`src/sv/i2cm_pkg.sv`:
```
// ----------------------------------------------------------------------------
// i2cm_pkg
// Shared types, command codes and the control program of the I2C master
// bit sequencer.
// ----------------------------------------------------------------------------
package i2cm_pkg;

  // Command codes carried in the op field
  typedef enum logic [2:0] {
    OP_START = 3'd0,
    OP_STOP  = 3'd1,
    OP_ACK   = 3'd2,
    OP_NACK  = 3'd3,
    OP_CHECK = 3'd4,
    OP_WRITE = 3'd5,
    OP_READ  = 3'd6,
    OP_UNDEF = 3'd7   // reserved: taken and dropped
  } op_t;

  localparam int unsigned PC_W   = 5;
  localparam int unsigned BIT_W  = 3;
  localparam int unsigned BYTE_W = 8;

  typedef logic [PC_W-1:0] pc_t;

  // Level source for the pin that a step drives
  typedef enum logic [1:0] {
    V_ZERO = 2'd0,
    V_ONE  = 2'd1,
    V_BIT  = 2'd2
  } val_t;

  // One control word of the program
  typedef struct packed {
    logic pin_sda;  // 0 drives SCL, 1 drives SDA
    val_t val;
    logic last;     // final phase of the command
    logic loop;     // bit loop end: jump back two steps until eight bits done
    logic rep_ack;  // report acknowledge on this phase
    logic rep_rd;   // report read byte on this phase
  } uword_t;

  // One pin phase as handed to the output stage
  typedef struct packed {
    logic              scl;
    logic              sda;
    logic [BYTE_W-1:0] read_data;
    logic              ack_seen;
    logic              last;
  } phase_t;

  // Program entry points
  localparam pc_t A_START = 5'd0;
  localparam pc_t A_STOP  = 5'd3;
  localparam pc_t A_ACK   = 5'd6;
  localparam pc_t A_NACK  = 5'd9;
  localparam pc_t A_CHECK = 5'd13;
  localparam pc_t A_WRITE = 5'd17;
  localparam pc_t A_READ  = 5'd21;

  localparam logic PIN_SCL = 1'b0;
  localparam logic PIN_SDA = 1'b1;

  function automatic uword_t mk(input logic pin, input val_t v, input logic lst,
                                input logic lp, input logic ra, input logic rr);
    uword_t w;
    w.pin_sda = pin;
    w.val     = v;
    w.last    = lst;
    w.loop    = lp;
    w.rep_ack = ra;
    w.rep_rd  = rr;
    return w;
  endfunction

  // Control program, one word per step
  function automatic uword_t ucode(input pc_t pc);
    uword_t w;
    case (pc)
      // start
      5'd0:    w = mk(PIN_SDA, V_ONE,  1'b0, 1'b0, 1'b0, 1'b0);
      5'd1:    w = mk(PIN_SCL, V_ONE,  1'b0, 1'b0, 1'b0, 1'b0);
      5'd2:    w = mk(PIN_SDA, V_ZERO, 1'b1, 1'b0, 1'b0, 1'b0);
      // stop
      5'd3:    w = mk(PIN_SDA, V_ZERO, 1'b0, 1'b0, 1'b0, 1'b0);
      5'd4:    w = mk(PIN_SCL, V_ONE,  1'b0, 1'b0, 1'b0, 1'b0);
      5'd5:    w = mk(PIN_SDA, V_ONE,  1'b1, 1'b0, 1'b0, 1'b0);
      // ack
      5'd6:    w = mk(PIN_SDA, V_ZERO, 1'b0, 1'b0, 1'b0, 1'b0);
      5'd7:    w = mk(PIN_SCL, V_ONE,  1'b0, 1'b0, 1'b0, 1'b0);
      5'd8:    w = mk(PIN_SCL, V_ZERO, 1'b1, 1'b0, 1'b0, 1'b0);
      // nack
      5'd9:    w = mk(PIN_SCL, V_ZERO, 1'b0, 1'b0, 1'b0, 1'b0);
      5'd10:   w = mk(PIN_SDA, V_ONE,  1'b0, 1'b0, 1'b0, 1'b0);
      5'd11:   w = mk(PIN_SCL, V_ONE,  1'b0, 1'b0, 1'b0, 1'b0);
      5'd12:   w = mk(PIN_SCL, V_ZERO, 1'b1, 1'b0, 1'b0, 1'b0);
      // check ack
      5'd13:   w = mk(PIN_SCL, V_ZERO, 1'b0, 1'b0, 1'b0, 1'b0);
      5'd14:   w = mk(PIN_SDA, V_ONE,  1'b0, 1'b0, 1'b0, 1'b0);
      5'd15:   w = mk(PIN_SCL, V_ONE,  1'b0, 1'b0, 1'b0, 1'b0);
      5'd16:   w = mk(PIN_SCL, V_ZERO, 1'b1, 1'b0, 1'b1, 1'b0);
      // write byte
      5'd17:   w = mk(PIN_SCL, V_ZERO, 1'b0, 1'b0, 1'b0, 1'b0);
      5'd18:   w = mk(PIN_SDA, V_BIT,  1'b0, 1'b0, 1'b0, 1'b0);
      5'd19:   w = mk(PIN_SCL, V_ONE,  1'b0, 1'b1, 1'b0, 1'b0);
      5'd20:   w = mk(PIN_SCL, V_ZERO, 1'b1, 1'b0, 1'b0, 1'b0);
      // read byte
      5'd21:   w = mk(PIN_SCL, V_ZERO, 1'b0, 1'b0, 1'b0, 1'b0);
      5'd22:   w = mk(PIN_SDA, V_ONE,  1'b0, 1'b0, 1'b0, 1'b0);
      5'd23:   w = mk(PIN_SCL, V_ONE,  1'b0, 1'b1, 1'b0, 1'b0);
      5'd24:   w = mk(PIN_SCL, V_ZERO, 1'b1, 1'b0, 1'b0, 1'b1);
      default: w = mk(PIN_SCL, V_ZERO, 1'b1, 1'b0, 1'b0, 1'b0);
    endcase
    return w;
  endfunction

endpackage

```
`src/sv/i2cm_if.sv`:
```
// ----------------------------------------------------------------------------
// i2cm_in_if / i2cm_out_if
// Valid/ready channels for commands and pin phases.
// ----------------------------------------------------------------------------
interface i2cm_in_if;
  logic       valid;
  logic       ready;
  logic [2:0] op;
  logic [7:0] write_data;
  logic [7:0] line_bits;

  modport source (output valid, output op, output write_data, output line_bits,
                  input ready);
  modport sink   (input valid, input op, input write_data, input line_bits,
                  output ready);
endinterface

interface i2cm_out_if;
  logic       valid;
  logic       ready;
  logic       scl;
  logic       sda;
  logic [7:0] read_data;
  logic       ack_seen;
  logic       last;

  modport source (output valid, output scl, output sda, output read_data,
                  output ack_seen, output last, input ready);
  modport sink   (input valid, input scl, input sda, input read_data,
                  input ack_seen, input last, output ready);
endinterface

```
`src/sv/i2cm_seq.sv`:
```
// ----------------------------------------------------------------------------
// i2cm_seq
// Microcoded step engine: program counter, bit counter and shift register
// that walk the control program and produce one pin phase per step.
// ----------------------------------------------------------------------------
module i2cm_seq (
  input  logic                              clk,
  input  logic                              rst_n,
  input  logic                              start,
  input  logic [2:0]                        start_op,
  input  logic [i2cm_pkg::BYTE_W-1:0]       start_wd,
  input  logic [i2cm_pkg::BYTE_W-1:0]       start_lb,
  input  logic                              adv,
  output logic                              busy,
  output i2cm_pkg::phase_t                  phase
);

  logic                          busy_r,  busy_nxt;
  i2cm_pkg::pc_t                 pc_r,    pc_nxt;
  logic [i2cm_pkg::BIT_W-1:0]    cnt_r,   cnt_nxt;
  logic [i2cm_pkg::BYTE_W-1:0]   shift_r, shift_nxt;
  logic [i2cm_pkg::BYTE_W-1:0]   lb_r,    lb_nxt;
  logic                          scl_r,   scl_nxt;
  logic                          sda_r,   sda_nxt;
  i2cm_pkg::uword_t              uw;
  logic                          lvl;
  i2cm_pkg::pc_t                 entry;

  // Map the command to its program entry
  always_comb begin
    case (start_op)
      i2cm_pkg::OP_START: entry = i2cm_pkg::A_START;
      i2cm_pkg::OP_STOP:  entry = i2cm_pkg::A_STOP;
      i2cm_pkg::OP_ACK:   entry = i2cm_pkg::A_ACK;
      i2cm_pkg::OP_NACK:  entry = i2cm_pkg::A_NACK;
      i2cm_pkg::OP_CHECK: entry = i2cm_pkg::A_CHECK;
      i2cm_pkg::OP_WRITE: entry = i2cm_pkg::A_WRITE;
      i2cm_pkg::OP_READ:  entry = i2cm_pkg::A_READ;
      default:            entry = i2cm_pkg::A_START;
    endcase
  end

  // Decode the current word and pick the level it drives
  always_comb begin
    uw = i2cm_pkg::ucode(pc_r);
    case (uw.val)
      i2cm_pkg::V_ZERO: lvl = 1'b0;
      i2cm_pkg::V_ONE:  lvl = 1'b1;
      i2cm_pkg::V_BIT:  lvl = shift_r[i2cm_pkg::BYTE_W-1];
      default:          lvl = 1'b1;
    endcase
  end

  // Step: update a pin, then advance, loop or finish
  always_comb begin
    busy_nxt  = busy_r;
    pc_nxt    = pc_r;
    cnt_nxt   = cnt_r;
    shift_nxt = shift_r;
    lb_nxt    = lb_r;
    scl_nxt   = scl_r;
    sda_nxt   = sda_r;
    if (start) begin
      busy_nxt  = 1'b1;
      pc_nxt    = entry;
      cnt_nxt   = '0;
      shift_nxt = start_wd;
      lb_nxt    = start_lb;
    end else if (busy_r && adv) begin
      if (uw.pin_sda) begin
        sda_nxt = lvl;
      end else begin
        scl_nxt = lvl;
      end
      if (uw.last) begin
        busy_nxt = 1'b0;
      end else if (uw.loop && (cnt_r != {i2cm_pkg::BIT_W{1'b1}})) begin
        pc_nxt    = pc_r - i2cm_pkg::PC_W'(2);
        cnt_nxt   = cnt_r + i2cm_pkg::BIT_W'(1);
        shift_nxt = {shift_r[i2cm_pkg::BYTE_W-2:0], 1'b0};
      end else begin
        pc_nxt = pc_r + i2cm_pkg::PC_W'(1);
      end
    end
  end

  // Hold control and line state
  always_ff @(posedge clk) begin
    if (!rst_n) begin
      busy_r <= 1'b0;
      pc_r   <= '0;
      cnt_r  <= '0;
      scl_r  <= 1'b1;
      sda_r  <= 1'b1;
    end else begin
      busy_r <= busy_nxt;
      pc_r   <= pc_nxt;
      cnt_r  <= cnt_nxt;
      scl_r  <= scl_nxt;
      sda_r  <= sda_nxt;
    end
  end

  // Command payload
  always_ff @(posedge clk) begin
    shift_r <= shift_nxt;
    lb_r    <= lb_nxt;
  end

  // Phase as seen after this step
  always_comb begin
    phase.scl       = uw.pin_sda ? scl_r : lvl;
    phase.sda       = uw.pin_sda ? lvl : sda_r;
    phase.read_data = uw.rep_rd ? lb_r : '0;
    phase.ack_seen  = uw.rep_ack & ~lb_r[i2cm_pkg::BYTE_W-1];
    phase.last      = uw.last;
  end

  assign busy = busy_r;

endmodule

```
`src/sv/i2c_master_bit_sequencer.sv`:
```
// ----------------------------------------------------------------------------
// i2c_master_bit_sequencer
// Turns I2C master commands into the sequence of SCL/SDA pin phases.
//
//   channel  dir  payload                                   beats per cmd
//   in_ch    in   op, write_data, line_bits                 1
//   out_ch   out  scl, sda, read_data, ack_seen, last       3, 4 or 25
//
// The step engine yields one phase per cycle unless out_ch stalls, once the
// command has been taken; the input stays closed while a command runs.
// An undefined op is taken and dropped.
// A new command is taken once the previous command's last phase has left the
// engine, even while that phase waits in the output register.
// A stall on out_ch freezes the program counter. Reset (synchronous, low)
// returns both lines to released high and empties the output register.
// ----------------------------------------------------------------------------
module i2c_master_bit_sequencer (
  input  logic              clk,
  input  logic              rst_n,
  i2cm_in_if.sink           in_ch,
  i2cm_out_if.source        out_ch
);

  logic              busy;
  logic              adv;
  logic              start;
  i2cm_pkg::phase_t  phase;
  logic              out_valid_r, out_valid_nxt;
  i2cm_pkg::phase_t  out_phase_r;

  // Take a command whenever the engine is free
  assign in_ch.ready = ~busy;
  assign start       = in_ch.valid & ~busy & (in_ch.op != i2cm_pkg::OP_UNDEF);

  // Advance when the output register is free or drains this cycle
  assign adv = busy & (~out_valid_r | out_ch.ready);

  i2cm_seq u_seq (
    .clk      (clk),
    .rst_n    (rst_n),
    .start    (start),
    .start_op (in_ch.op),
    .start_wd (in_ch.write_data),
    .start_lb (in_ch.line_bits),
    .adv      (adv),
    .busy     (busy),
    .phase    (phase)
  );

  // Output register valid
  always_comb begin
    out_valid_nxt = out_valid_r;
    if (adv) begin
      out_valid_nxt = 1'b1;
    end else if (out_ch.ready) begin
      out_valid_nxt = 1'b0;
    end
  end

  always_ff @(posedge clk) begin
    if (!rst_n) begin
      out_valid_r <= 1'b0;
    end else begin
      out_valid_r <= out_valid_nxt;
    end
  end

  // Load a phase beat
  always_ff @(posedge clk) begin
    if (adv) begin
      out_phase_r <= phase;
    end
  end

  assign out_ch.valid     = out_valid_r;
  assign out_ch.scl       = out_phase_r.scl;
  assign out_ch.sda       = out_phase_r.sda;
  assign out_ch.read_data = out_phase_r.read_data;
  assign out_ch.ack_seen  = out_phase_r.ack_seen;
  assign out_ch.last      = out_phase_r.last;

endmodule

```
`src/flat_wrapper.sv`:
```
// flat-port wrapper written by rule: the top's interface ports become plain ports
module i2c_master_bit_sequencer_flat 
  (clk, rst_n, in_ch_valid, in_ch_op, in_ch_write_data, in_ch_line_bits, in_ch_ready, out_ch_valid, out_ch_scl, out_ch_sda, out_ch_read_data, out_ch_ack_seen, out_ch_last, out_ch_ready);
  i2cm_in_if in_ch_i ();
  i2cm_out_if out_ch_i ();
  input  logic clk;
  input  logic rst_n;
  input wire logic [$bits(in_ch_i.valid)-1:0] in_ch_valid;
  input wire logic [$bits(in_ch_i.op)-1:0] in_ch_op;
  input wire logic [$bits(in_ch_i.write_data)-1:0] in_ch_write_data;
  input wire logic [$bits(in_ch_i.line_bits)-1:0] in_ch_line_bits;
  output wire logic [$bits(in_ch_i.ready)-1:0] in_ch_ready;
  output wire logic [$bits(out_ch_i.valid)-1:0] out_ch_valid;
  output wire logic [$bits(out_ch_i.scl)-1:0] out_ch_scl;
  output wire logic [$bits(out_ch_i.sda)-1:0] out_ch_sda;
  output wire logic [$bits(out_ch_i.read_data)-1:0] out_ch_read_data;
  output wire logic [$bits(out_ch_i.ack_seen)-1:0] out_ch_ack_seen;
  output wire logic [$bits(out_ch_i.last)-1:0] out_ch_last;
  input wire logic [$bits(out_ch_i.ready)-1:0] out_ch_ready;
  assign in_ch_i.valid = in_ch_valid;
  assign in_ch_i.op = in_ch_op;
  assign in_ch_i.write_data = in_ch_write_data;
  assign in_ch_i.line_bits = in_ch_line_bits;
  assign in_ch_ready = in_ch_i.ready;
  assign out_ch_valid = out_ch_i.valid;
  assign out_ch_scl = out_ch_i.scl;
  assign out_ch_sda = out_ch_i.sda;
  assign out_ch_read_data = out_ch_i.read_data;
  assign out_ch_ack_seen = out_ch_i.ack_seen;
  assign out_ch_last = out_ch_i.last;
  assign out_ch_i.ready = out_ch_ready;
  i2c_master_bit_sequencer u_core (.clk(clk), .rst_n(rst_n), .in_ch(in_ch_i), .out_ch(out_ch_i));
endmodule
```
`config.mk`:
```
export PLATFORM = sky130hd
export DESIGN_NAME = i2c_master_bit_sequencer_flat
export DESIGN_NICKNAME = d
export VERILOG_FILES = /design/src/sv/i2cm_pkg.sv /design/src/sv/i2cm_if.sv /design/src/sv/i2cm_seq.sv /design/src/sv/i2c_master_bit_sequencer.sv /design/src/flat_wrapper.sv
export SDC_FILE = /design/constraint.sdc
export NUM_CORES = 1
export LEC_CHECK = 0
export ABC_AREA = 1
export BUFFER_PORTS_ARGS = -buffer_cell sky130_fd_sc_hd__buf_2
export CORE_ASPECT_RATIO = 1.4
export CORE_MARGIN = 1
export CORE_UTILIZATION = 40
export CTS_CLUSTER_SIZE = 12
export DETAILED_ROUTE_END_ITERATION = 8
export PLACE_DENSITY_LB_ADDON = 0.25
export REMOVE_ABC_BUFFERS = 1
export SKIP_CTS_REPAIR_TIMING = 1
export SLEW_MARGIN = 10
export SYNTH_ARGS = -nofsm -noshare
export SYNTH_HDL_FRONTEND = slang
export SYNTH_HIERARCHICAL = 1
export SYNTH_SLANG_ARGS = --single-unit
```
`constraint.sdc`:
```
create_clock -name clk -period 3.1 [get_ports clk]
set_clock_uncertainty 0.05 [all_clocks]
set_input_delay 0.31 -clock clk [delete_from_list [all_inputs] [get_ports clk]]
set_output_delay 0.31 -clock clk [all_outputs]
set_load 0.01 [all_outputs]
```
==> metrics, run 1 <==
status complete, no violations; Final Instance Area 2670 sq um; Setup TNS Final 0 ns; P_sw 347 uW; top post-synthesis cells by count nand2_1, inv_1, edfxtp_1; # diodes 0; Routed WL 4090 microns; met1 Track Usage GR 16.3%; Root Buffer clkbuf_8; Buffers on Ports 36; starting density of the core 41.7%; combinational share of power 13.9%; clock-pin slew on the worst setup and hold paths 0.09 ns; post-placement cell area 2560 sq um; CP endpoint kind register; largest cells by area after synthesis edfxtp_1, dfxtp_1, nand2_1; via count 1737; Synth Cell Area 2320 sq um; sequential power share 53.5%; total CTS buffers 5; largest net degree at the start of global routing 20; Req. time, crit path 3.25 ns; initial antenna violation count 0; CP Class register to register; gpl congestion 0.881; fin. max-slew vios 0; DRC 0; share of layout cells above drive strength 1 23.9%; Seq/Total Area, Yosys 52.6%; Fin. Hold Viols 0; HPWL Detailed 3190 microns; met2 Track Usage GR 26.7%; row cnt 32; average size of a mapped cell 8.60 sq um; Ports 37; Sw Ratio 25.4%; Yosys reg bits 47; WL/cell 10.8 microns; period utilization 72.7%; post-DR vias/cell 4.60; Fmax 444 MHz; Clock power frac 32.5%; Pint 1020 uW; FF-to-FF path depth 17; CTS tree done; first-pass GRT wire length 6980 microns; nets 340; Synth cell types 28; leading area contributor after synthesis edfxtp_1; Chip Width 66.4 microns; Slew @ Worst Pin 0.360 ns; Max FO, Critical Path 19; Mapped Cells 270; fill count 550; RSZ-0062 raised after global routing false; vias in the first global route 1656; Clk Latency, worst-skew pair 0.30 ns; GR Overflow Total 0; synthesis-to-layout area growth 15.2%; Critical Path AT 2.40 ns; GR peak layer met2; Setup crit start kind register; most frequent cell after synthesis nand2_1; CTS max path bufs 2; Post-synth ARST share 0%; Pwr Density 512 nW/um^2; leak pwr 0.00137 uW; die height 92.1 microns; GR Util met3 2.61%; antenna viol nets, final 0; Yosys warning total 6; top cell type's share of synthesized area 36.2%; clk sinks 47; 1st-iter DRT viols 102; Pre-Repair DR Iteration Count 5; Total GRT Usage 15.0%; Worst Hold Class input pin to register; Rel. slew slack 76.0%; crit path time final 2.25 ns; area of the core 5570 sq um; Peak VDD IR 0.196 mV; most used flip-flop cell after synthesis edfxtp_1; H-tree levels 2; Final setup viols 0; die area 6120 sq um; max_cap viols 0; Post-synth EDFFs 28; hold path depth 1
[power groups by stage]
| stage | registers, uW | logic [uW] | clock network (uW) |
|---|---|---|---|
| floorplan | 748 | 126 | 0 |
| global placement | 747 | 189 | 0 |
| global route | 738 | 221 | 485 |
| detailed placement | 748 | 192 | 0 |
| finish | 733 | 190 | 445 |
| CTS | 733 | 193 | 463 |
[worst paths after layout]
| check | end | start | slack, ns |
|---|---|---|---|
| max | u_core/u_seq/uw[6] | u_core/u_seq/busy | 0.85 |
| max reg2reg | u_core/u_seq/uw[6] | u_core/u_seq/busy | 0.85 |
| min | u_core/u_seq/lb_r[2] | in_ch_line_bits[2] | 0.13 |
| min reg2reg | u_core/u_seq/cnt_r[0] | u_core/u_seq/cnt_r[0] | 0.43 |
[kinds of logic after synthesis]
| logic type | after synthesis | synth area share (%) |
|---|---|---|
| adder cells (fa/ha/maj) | 8 | 4.31 |
| AND/OR/NAND/NOR | 141 | 28.3 |
| buffers and inverters | 56 | 9.92 |
| XOR/XNOR | 2 | 0.755 |
| AO/OA/AOI/OAI | 16 | 4.10 |
| flip-flops | 47 | 52.6 |
[state kept, by name (all words and copies together), names as in the netlist, 3 cells and up]
register,flops
u_core/out_ch.read_data,8
u_core/u_seq/uw,7
u_core/u_seq/lb_r,8
u_core/u_seq/shift_r,8
u_core/u_seq/pc_r,5
u_core/u_seq/cnt_r,3
[layer usage]
layer,part of all wire (%),vias up
met1,40,770
met5,0,-
met2,54,38
met4,3.3,0
li1,-,915
met3,3.0,14
[layout by cell type, fill, tap and decap left out, drive strengths merged]
cell type,Yosys,layout
nor2,23,23
nand2,91,91
clkinvlp,0,1
o21ai,6,6
nand4,4,4
clkbuf,2,5
a21oi,7,7
buf,4,38
a21o,1,1
bufinv,0,1
inv,49,50
nand3,20,20
ha,8,8
xor2,2,2
or2,1,1
o211ai,2,2
edfxtp,28,28
dfxtp,19,19
nor3,2,2
clkinv,1,1
[metrics by stage]
step | instances | util [%] | hold WS, ns | total power [uW] | setup WS [ns]
floorplan | 264 | - | 0.359 | 873 | 0.401
finish | 378 | 48.0 | 0.132 | 1370 | 0.846
detailed placement | 370 | 46.0 | 0.415 | 939 | 0.816
global route | 378 | 48.0 | 0.120 | 1440 | 0.558
global placement | 370 | 46.0 | 0.410 | 936 | 0.862
CTS | 378 | 48.0 | 0.122 | 1390 | 0.826
[critical path, cell delays in order (launching register included)]
cell and delay, ns:
dfxtp_1 0.43, nor2_1 0.07, nand2_1 0.06, inv_1 0.10
buf_4 0.24, nor2_4 0.19, inv_2 0.06, nand3_1 0.07
nand2_1 0.09, nand2_2 0.15, inv_1 0.08, ha_1 0.29
inv_1 0.05, nand2_1 0.04, nand2_1 0.06, nand2_1 0.04
nand3_1 0.06, nand2_1 0.05
[area by class of cell]
class | count | area, sq um | share of cell area [%]
clock inverter | 3 | 46.3 | 1.73
tap | 68 | 85.1 | 3.18
clock buffer | 5 | 68.8 | 2.57
sequential | 47 | 1220 | 45.7
multi-input combinational | 167 | 870 | 32.5
timing repair buffer | 38 | 195 | 7.30
inverter | 50 | 188 | 7.02
(Power assumes the default switching activity.)
==> run 2, diff against run 1 <==
- clock period: 3.1 -> 1.8 ns (I/O delays scaled with it)
==> metrics, run 2 (synthesized netlist as in run 1, its figures left out) <==
status finished with violations (was complete, no violations); failing checks setup timing; area of the multi-input gates 970 sq um (was 870 sq um); DRC 0 (unchanged); P_sw 671 uW (was 347 uW); Max FO, Critical Path 5 (was 19); post-layout util 56.3% (was 48.0%); hold endpoint u_core/u_seq/lb_r[7] (was u_core/u_seq/lb_r[2]); hold_sp in_ch_line_bits[7] (was in_ch_line_bits[2]); Worst R2R End u_core/u_seq/uw[6] (unchanged); # diodes 0 (unchanged); sequential power share 49.9% (was 53.5%); max_cap viols 0 (unchanged); Pint 1850 uW (was 1020 uW); commonest non-fill, non-tap cell in the layout nand2_1 (unchanged); fill count 516 (was 550); combinational share of power 18.4% (was 13.9%); Clk Latency, worst-skew pair 0.31 ns (was 0.30 ns); gpl congestion 0.882 (was 0.881); CP Class register to register (unchanged); Fmax 510 MHz (was 444 MHz); Routed WL 4790 microns (was 4090 microns); RSZ-0062 raised after global routing true (was false); synthesis-to-layout area growth 35.0% (was 15.2%); CP endpoint kind register (unchanged); clock-pin slew on the worst setup and hold paths 0.10 ns (was 0.09 ns); initial antenna violation count 0 (unchanged); Pwr Density 805 nW/um^2 (was 512 nW/um^2); period utilization 109% (was 72.7%); FF-to-FF path depth 18 (was 17); largest net degree at the start of global routing 18 (was 20); worst setup margin -0.159 ns (was 0.846 ns); Hold Worst Slack 0.00173 ns (was 0.132 ns); vias in the first global route 1827 (was 1656); most frequent cells in the layout nand2_1, buf_4, inv_1 (was nand2_1, inv_1, buf_2); Pre-Repair DR Iteration Count 4 (was 5); share of layout cells above drive strength 1 37.4% (was 23.9%); antenna viol nets, final 0 (unchanged); WL/cell 11.4 microns (was 10.8 microns); fin. max-slew vios 0 (unchanged); Total GRT Usage 16.4% (was 15.0%); leak pwr 0.00158 uW (was 0.00137 uW); nets 383 (was 340); Peak VDD IR 0.374 mV (was 0.196 mV); Post-Place Setup Slack -0.264 ns (was 0.816 ns); Chip Width 66.4 microns (unchanged); total CTS buffers 5 (unchanged); Rel. slew slack 84.1% (was 76.0%); Clock power frac 31.7% (was 32.5%); Tot Pwr 2520 uW (was 1370 uW); starting density of the core 41.7% (unchanged); clk sinks 47 (unchanged); Setup crit start kind register (unchanged); Slew @ Worst Pin 0.238 ns (was 0.360 ns); Fin. Hold Viols 0 (unchanged); hold path depth 1 (unchanged); Worst Hold Class input pin to register (unchanged); GR Overflow Total 0 (unchanged); CTS tree done (unchanged); 1st-iter DRT viols 67 (was 102); row cnt 32 (unchanged); Final setup viols 3 (was 0); crit path time final 1.96 ns (was 2.25 ns); flop2flop setup slack -0.16 ns (was 0.85 ns); post-DR vias/cell 4.55 (was 4.60); HPWL Detailed 3640 microns (was 3190 microns); Buffers on Ports 36 (unchanged); Root Buffer clkbuf_8 (unchanged); Ports 37 (unchanged); area of the core 5570 sq um (unchanged); CTS max path bufs 2 (unchanged); Req. time, crit path 1.96 ns (was 3.25 ns); die area 6120 sq um (unchanged); die height 92.1 microns (unchanged); first-pass GRT wire length 7560 microns (was 6980 microns); Register Area 1220 sq um (about the same); Sw Ratio 26.6% (was 25.4%); Critical Path AT 2.12 ns (was 2.40 ns); Setup TNS Final -0.390 ns (was 0 ns); H-tree levels 2 (unchanged); via count 1917 (was 1737); worst reg2reg startpoint u_core/u_seq/cnt_r[1] (was u_core/u_seq/busy)
## run 2: cell count changes in the layout (fill, tap and decap cells not counted), moves of 4 or more
cell	previous run	this run
buf_4	2	38
dlygate4sd3_1	0	6
inv_1	41	37
nand2_1	80	73
nand2_2	7	11
## run 2: final cells by class
type	instances	share of cell area, %
Clock inverter	3	1.48
Tap cell	68	2.72
Multi-Input combinational cell	167	31.0
Timing Repair Buffer	81	17.4
Sequential cell	47	39.1
Clock buffer	5	2.20
Inverter	50	6.15
## run 2: layer usage
layer,vias to the layer above,routed length (microns),global-route usage (%)
li1,1003,-,-
met1,864,1950,17.1
met2,37,2560,30.6
met3,13,149,3.86
met4,0,133,6.21
met5,-,0,0
## run 2: worst max path at each step
stage	depth (start not counted)	end	startpoint	slack, ns
global route	18	u_core/u_seq/uw[6]	u_core/u_seq/cnt_r[1]	-0.27
finish	18	u_core/u_seq/uw[6]	u_core/u_seq/cnt_r[1]	-0.16
detailed placement	17	u_core/u_seq/uw[6]	u_core/u_seq/cnt_r[0]	-0.26
CTS	17	u_core/u_seq/uw[6]	u_core/u_seq/cnt_r[0]	-0.29
floorplan	17	u_core/u_seq/uw[6]	u_core/u_seq/busy	-0.90
global placement	17	u_core/u_seq/uw[6]	u_core/u_seq/cnt_r[0]	-0.19
## run 2: power groups by stage
stage / registers (uW) / logic [uW] / clock network (uW)
3_3_place_gp: 1280 / 417 / 0
5_1_grt: 1270 / 515 / 847
2_1_floorplan: 1290 / 216 / 0
6_report: 1260 / 464 / 801
3_5_place_dp: 1280 / 424 / 0
4_1_cts: 1260 / 426 / 815
## run 2: metrics by stage
stage | area (sq um) | cells
after floorplan | 2280 | 264
after global placement | 2840 | 406
after detailed placement | 2840 | 406
after CTS | 2960 | 414
after global routing | 3130 | 421
final | 3130 | 421
## run 2: critical path: stages, from the launching register on
cell and delay (ns):
dfxtp_2 0.35, ha_4 0.17, ha_4 0.17, inv_4 0.06, nand2_4 0.06, nand2_2 0.08
nand2_2 0.06, nand2_2 0.06, nand3_2 0.08, nand2_2 0.10, nand2_4 0.07, inv_4 0.07
ha_4 0.19, inv_2 0.04, nand2_1 0.04, nand2_1 0.05, nand2_1 0.05, nand3_1 0.06
nand2_1 0.06
